--- config.mk ---
export PLATFORM = sky130hd
export DESIGN_NAME = oets_cell
export DESIGN_NICKNAME = d
export VERILOG_FILES = /design/src/hdl/oets_pkg.sv /design/src/hdl/oets_cell.sv
export SDC_FILE = /design/constraint.sdc
export NUM_CORES = 1
export LEC_CHECK = 0
export BUFFER_PORTS_ARGS = -buffer_cell sky130_fd_sc_hd__buf_2
export CORE_ASPECT_RATIO = 0.9
export CORE_UTILIZATION = 40
export CTS_BUF_LIST = sky130_fd_sc_hd__clkbuf_8
export CTS_CLUSTER_DIAMETER = 40
export DETAILED_ROUTE_END_ITERATION = 6
export SYNTH_ARGS = -nofsm -noshare
export SYNTH_HDL_FRONTEND = slang
export SYNTH_SLANG_ARGS = --single-unit
--- constraint.sdc ---
create_clock -name clk_i -period 7.9 [get_ports clk_i]
set_input_delay 1.58 -clock clk_i [delete_from_list [all_inputs] [get_ports clk_i]]
set_output_delay 1.58 -clock clk_i [all_outputs]
set_load 0.1 [all_outputs]
--- src/hdl/oets_pkg.sv ---
// ----------------------------------------------------------------------------
// oets_pkg: shared constants and helpers for the transposition sorter
// Capacity, index widths and the float ordering key.
// ----------------------------------------------------------------------------
package oets_pkg;

  localparam int unsigned MaxElements = 64;
  localparam int unsigned CntW        = $clog2(MaxElements + 1);

  // Float bits to an unsigned key that orders like the float value.
  function automatic logic [31:0] order_key(input logic [31:0] bits);
    if (bits[31]) begin
      order_key = ~bits;
    end else begin
      order_key = bits | 32'h8000_0000;
    end
  endfunction

  typedef struct packed {
    logic load;    // shift a new element in at the top
    logic shift;   // emit: every cell takes its upper neighbor
    logic phase;   // compare-exchange phase active
    logic parity;  // 0: pairs 0-1, 2-3 ... ; 1: pairs 1-2, 3-4 ...
  } cell_ctrl_t;

endpackage

--- src/hdl/oets_cell.sv ---
// ----------------------------------------------------------------------------
// oets_cell: one storage cell of the sort chain
// Holds one element; loads, shifts down, or swaps with a neighbor.
// ----------------------------------------------------------------------------
module oets_cell (
  input  logic                clk_i,
  input  oets_pkg::cell_ctrl_t ctrl_i,
  input  logic                even_i,      // this cell has even index
  input  logic                active_i,    // this cell index < fill count
  input  logic                up_valid_i,  // upper neighbor index < fill count
  input  logic                dn_valid_i,  // lower neighbor exists
  input  logic                is_top_i,    // cell takes the loaded value
  input  logic [31:0]         load_val_i,
  input  logic [31:0]         up_val_i,
  input  logic [31:0]         dn_val_i,
  output logic [31:0]         val_o,
  output logic                swap_o       // this cell is the low side of a swap
);

  logic [31:0] val_q, val_d;
  logic        lo_side, hi_side, swap_lo, swap_hi;

  always_comb begin
    // low side of a pair when parity matches own index parity
    lo_side = ctrl_i.phase && (even_i != ctrl_i.parity);
    hi_side = ctrl_i.phase && (even_i == ctrl_i.parity);
    swap_lo = lo_side && active_i && up_valid_i &&
              (oets_pkg::order_key(val_q) > oets_pkg::order_key(up_val_i));
    swap_hi = hi_side && active_i && dn_valid_i &&
              (oets_pkg::order_key(dn_val_i) > oets_pkg::order_key(val_q));
    val_d = val_q;
    if (ctrl_i.load) begin
      if (is_top_i) val_d = load_val_i;
    end else if (ctrl_i.shift) begin
      val_d = up_val_i;
    end else if (swap_lo) begin
      val_d = up_val_i;
    end else if (swap_hi) begin
      val_d = dn_val_i;
    end
  end

  always_ff @(posedge clk_i) begin
    val_q <= val_d;
  end

  assign val_o  = val_q;
  assign swap_o = swap_lo;

endmodule

# After elaboration in Yosys (flattened, before gate mapping)
# Index checks and enable logic that the tools add are counted.
[op_classes] magnitude_cmp=2 n_eq_ne=3 muxes=8 n_bitwise=3 reduce_logical=10
[ops] cell="32-bit two-way mux" count=8
[ops] cell="32-bit NOT" count=3
[ops] cell="32-bit > comparator" count=2
[ops] cell="1-bit logical AND" count=8
[ops] cell="4-bit nonzero test" count=1
[ops] cell="2-bit by 1-bit != test with 1-bit output (second input constant)" count=1
[ops] cell="2-bit AND reduction" count=1
[ops] cell="1-bit == test" count=1
[ops] cell="1-bit != test" count=1
[totals] regBits=32 input_bits=106 output_inout_bits=33 word_cells=27

# Logic depth before layout (Yosys ltp)
[depth] word_depth=9 ltp_mapped=14 mapped_depth_nobuf=10

# Least setup slack after synthesis
# Ideal clock, no wire load.
[synth_path] path_type="in2reg" start="input up_val_i[31]" end="register val_q[0], in the netlist val_o[0] (enable)" setup_ns=0.439 t_arrival_ns=5.335 required_ns=7.461 path_slack_ns=2.126 stages=11 n_path_buf=2 cell_sequence="buf_4 -> buf_1 -> xnor2_1 -> ha_1 -> nand4_1 -> nor4_2 -> nand3_1 -> o221ai_1 -> a21oi_1 -> nand2b_1 -> a32oi_1"
[synth_between] elab_chain_len=6
[synth_lines] item="from (decl)" line_no="oets_cell.sv:14" source="input logic [31:0] up_val_i,"
[synth_lines] item="32-bit NOT" line_no="oets_pkg.sv:13" source="order_key = ~bits;"
[synth_lines] item="32-bit two-way mux (*)" line_no="oets_pkg.sv:12" source="if (bits[31]) begin"
[synth_lines] item="32-bit > comparator (*)" line_no="oets_cell.sv:28" source="(oets_pkg::order_key(val_q) > oets_pkg::order_key(up_val_i));"
[synth_lines] item="1-bit logical AND (*)" line_no="oets_cell.sv:27" source="swap_lo = lo_side && active_i && up_valid_i &&"
[synth_lines] item="4-bit nonzero test (no line) (*)"
[synth_lines] item="2-bit AND reduction (no line) (*)"
[synth_lines] item="to (signal assigned)" line_no="oets_cell.sv:44" source="val_q <= val_d;"
[synth_lines] item="to (decl)" line_no="oets_cell.sv:20" source="logic [31:0] val_q, val_d;"
# Every way passes the cells marked *; elsewhere a longest branch is shown, timed or not.
# A chain may end at the register's enable or synchronous reset.

# Worst setup path in the final report
[layout_path] start="input up_val_i[31]" end="output swap_o"
[layout_between] elab_chain_len=4
[layout_lines] item="32-bit NOT" line_no="oets_pkg.sv:13"
[layout_lines] item="32-bit two-way mux (*)" line_no="oets_pkg.sv:12"
[layout_lines] item="32-bit > comparator (*)" line_no="oets_cell.sv:28"
[layout_lines] item="1-bit logical AND (*)" line_no="oets_cell.sv:27"
[layout_lines] item="to (decl)" line_no="oets_cell.sv:17" source="output logic swap_o"
# Marks and branches as above.

==> summary by stage <==
Pwr
Per report_power, the combinational group accounts for 62.0% of the total. The clock network accounts for 13.7% of the total power. The total leakage power is 2.488 nW.

Dividing total power by cell area gives a power density of 171.0 nW/um^2. The internal portion of the total power is 472.0 uW. Sequential cells account for 24.2% of the total power. The total power consumption of the routed design is 939.3 uW. The peak supply drop is 0.00006798 V.

Summed over all nets, the switching power comes to 467.3 uW. Net switching is 49.75% of the power.

Logic synthesis
The sequential area share after synthesis is 20.69%. In the post-synthesis netlist, the biggest area contributors are sky130_fd_sc_hd__edfxtp_1, sky130_fd_sc_hd__ha_1, sky130_fd_sc_hd__xor2_1, sky130_fd_sc_hd__xnor2_1, sky130_fd_sc_hd__o221a_1. A synthesized cell averages 8.633 um^2. The cell area that synthesis handed to floorplanning was 4644 um^2.

The biggest area contributor in the post-synthesis netlist is sky130_fd_sc_hd__edfxtp_1. Synthesis inferred 32 register bits. The top cell type by area accounts for 20.69% of the synthesized area.

The number of nets handed over by synthesis was 704. The number of warnings issued by yosys is 0. Synthesis produced a netlist whose cell count is 538. The count of unique library cells instantiated by Yosys is 44.

Floorplanning
The core outline area is 11,080 um^2. The floorplan step set the die height to 104.2 um. The starting density of the core is 41.92%. The die width is 115.6 um.

The floorplan step defined a die boundary enclosing 12,050 um^2. The number of standard-cell rows in the floorplan is 36. The total I/O pin count is 139.

Setup path
The worst setup path is captured at a primary output. The data required time of the worst path is 6320 ps. The largest single stage delay on the critical path is 740 ps.

Among the stages of the critical path, the cell type that occurs most often is sky130_fd_sc_hd__buf_2. The critical path starts at up_val_i[31]. The critical path is of the input port to primary output type. The worst-case register-to-register setup slack is 3650 ps.

Along the worst path, the maximum fanout reaches 35. The endpoint identified for the worst register-to-register timing path is val_o[3]. The category of the worst setup path launch point is an input port. The largest individual stage delay along the critical path comes from the cell sky130_fd_sc_hd__buf_2. At the worst endpoint, the arrival time is 4570 ps.

The length in cells of the worst reg-to-reg path is 11. The reg-to-reg startpoint is val_o[31]. Traced cell by cell, the critical path runs through buf_2 -> xnor2_1 -> ha_1 -> nand4_1 -> nor4_2 -> nand3_1 -> o221ai_1 -> a21oi_1 -> nand2b_1 -> inv_1 -> buf_2.

STA
The actual transition at the worst max-transition pin is 1081 ps. The number of max-slew violations in the final report is 0. The worst relative slew slack is 27.96%.

For the final database, setup skew stands at 2.726 ps. The final number of setup-violating endpoints is 0. Static timing analysis puts the maximum clock frequency at 162.6 MHz. The worst path in the final design needs a cycle of 6149 ps, including I/O delays and setup. The final total negative setup slack is 0 ps.

The slack of the critical path is 1751 ps. The number of hold-slack violations in the final timing report came to 0. Setup repair after global routing left no endpoint under its margin.

The final critical path takes up 77.84% of the cycle.

Worst hold path
The worst hold path passes through 7 cells. The kind of path behind the tightest hold check is flop to flop. The startpoint of the tightest hold check path is val_o[1]. The hold-critical path endpoint is val_o[31].

Detailed routing
The number of optimization iterations in the first detailed-route pass is 5. The final route contains 4,367 vias. The count of nets left with antenna violations after detail routing is 0. The number of DRC markers after the initial detailed-route iteration is 225.

In the final routed layout, each cell accounts on average for 16.56 um. The final layout contains routed wiring with a total length of 13.35 mm. The DRC violation count after routing is 0. The average vias per placed instance is 5.418.

Placed design
Routability-driven placement finished with a final weighted congestion of 0.8883. The number of buffer cells added on primary ports is 138. The pre-CTS worst setup slack is 1801 ps. The final HPWL from detailed placement is 9.829 mm.

Job
The number of max-cap violations is 0.

Clock network
The maximum buffer depth of the clock tree is 2. The number of hold buffers added after cts is 0. The CTS tree is done.

After clock tree synthesis, the clock-pin slew on the worst setup and hold paths is 80 ps. The post-CTS setup buffer count is 0. Counting the buffers created by CTS gives 5. The H-tree was split into 2 levels.

Clock latency on the worst-skew pair, taken at its later pin, is 290 ps. For this design, the sink count on the clock tree is 32. The quantity of gates resized following cts is 0. The buffer type at the clock tree root is sky130_fd_sc_hd__clkbuf_8.

Final layout
Relative to the synthesized area, the layout overhead comes to 18.24%. The register with the most flip-flops in the layout has 32 of them. The most common library cell in the layout ignoring fill and taps is sky130_fd_sc_hd__buf_2.

The net total in the final layout is 819. The fraction of final layout cells sized beyond drive strength 1 is 23.24%. The top cell types in the final layout, fill and taps aside, are sky130_fd_sc_hd__buf_2, sky130_fd_sc_hd__ha_1, sky130_fd_sc_hd__xor2_1. The number of diodes is 0.

Global route
The first global-routing pass estimated 21.27 mm of wire. Global routing consumed, over all layers together, 22.47% of the routing resources. The number of antenna violations at the first check in global routing came to 0.

For this run the aggregate overflow at the end of global routing stands at 0. The number of global-route vias before repair was 4,156. Entering global routing, the biggest net connects 68 pins.

Outcome
The flow ran to the end, and the final reports show no timing, DRC or antenna violations.
-- through the flow --
| step | utilization (%) | instances | area [um^2] | hold slack [ps] |
|---|---|---|---|---|
| 2_1_floorplan | - | 538 | 4644 | 1788 |
| 3_3_place_gp | 48.84 | 798 | 5411 | 1612 |
| 3_5_place_dp | 48.84 | 798 | 5411 | 1617 |
| 4_1_cts | 49.56 | 806 | 5492 | 1643 |
| 5_1_grt | 49.56 | 806 | 5492 | 1667 |
| 6_report | 49.56 | 806 | 5492 | 1641 |
-- critical path: cells and delay by family --
kind                       cells  cell delay [ps]
AOI/OAI and AO/OA              2              360
xor gates and xnor gates       1              170
adders and majority gates      1              370
buffers and inverters          3             1270
and+or+nand+nor                4              780
-- per-layer routing --
metal  wire (um)  global-route usage (%)  vias to the layer above
li1            -                       -                     2196
met1        6376                   31.82                     2030
met2        6022                   35.67                      128
met3         767                   3.322                       13
met4         184                   4.824                        0
met5           0                       0                        -
-- logic make-up (layout without fill, tap and decap cells) --
kind of cell / count (synthesis) / count (layout) / share of synthesized area, %
AO/OA/AOI/OAI: 151 / 151 / 23.90
XOR/XNOR: 101 / 101 / 19.21
AND/OR/NAND/NOR: 120 / 120 / 13.39
buffers and inverters: 74 / 190 / 6.654
flip-flops: 32 / 32 / 20.69
adder cells (fa/ha/maj): 60 / 60 / 16.16
-- power by group through the flow --
| stage | clock network (mW) | registers [mW] | logic [mW] |
|---|---|---|---|
| 5_1_grt | 0.140 | 0.231 | 0.642 |
| 3_3_place_gp | 0 | 0.231 | 0.567 |
| 6_report | 0.129 | 0.228 | 0.582 |
| 3_5_place_dp | 0 | 0.232 | 0.580 |
| 2_1_floorplan | 0 | 0.368 | 0.306 |
| 4_1_cts | 0.134 | 0.228 | 0.584 |
-- worst max-delay path by stage --
stage               endpoint  depth (start not counted)
finish                swap_o                         11
detailed placement    swap_o                         11
global route          swap_o                         11
global placement      swap_o                         11
CTS                   swap_o                         11
floorplan           val_o[0]                         11
-- final cells by class --
type	instances	area [um^2]
Clock buffer	5	68.82
Clock inverter	3	11.26
Fill cell	1102	5589
Timing Repair Buffer	144	735.7
Multi-Input combinational cell	432	3382
Tap cell	152	190.2
Sequential cell	32	960.9
Inverter	38	142.6
-- synth_stat cells (all sizes together) --
master,instances
a221o,2
ha,60
a21oi,19
nor2,8
inv,38
or3b,1
xnor2,46
and2,1
nand4,11
a211oi,3
a31oi,1
and4,2
a221oi,3
o21a,1
o31ai,34
a32oi,1
edfxtp,32
nor3,3
a2111o,1
a21boi,1
o211ai,1
xor2,55
a2111oi,1
o221a,32
or3,1
nor4,3
a21o,3
and3,2
o221ai,1
o21bai,1
nand2,44
nand3,9
a211o,1
o21ai,45
clkbuf,24
nor2b,1
nand4b,1
buf,12
nand2b,33
Note: power is estimated with default switching activity, not from simulation.
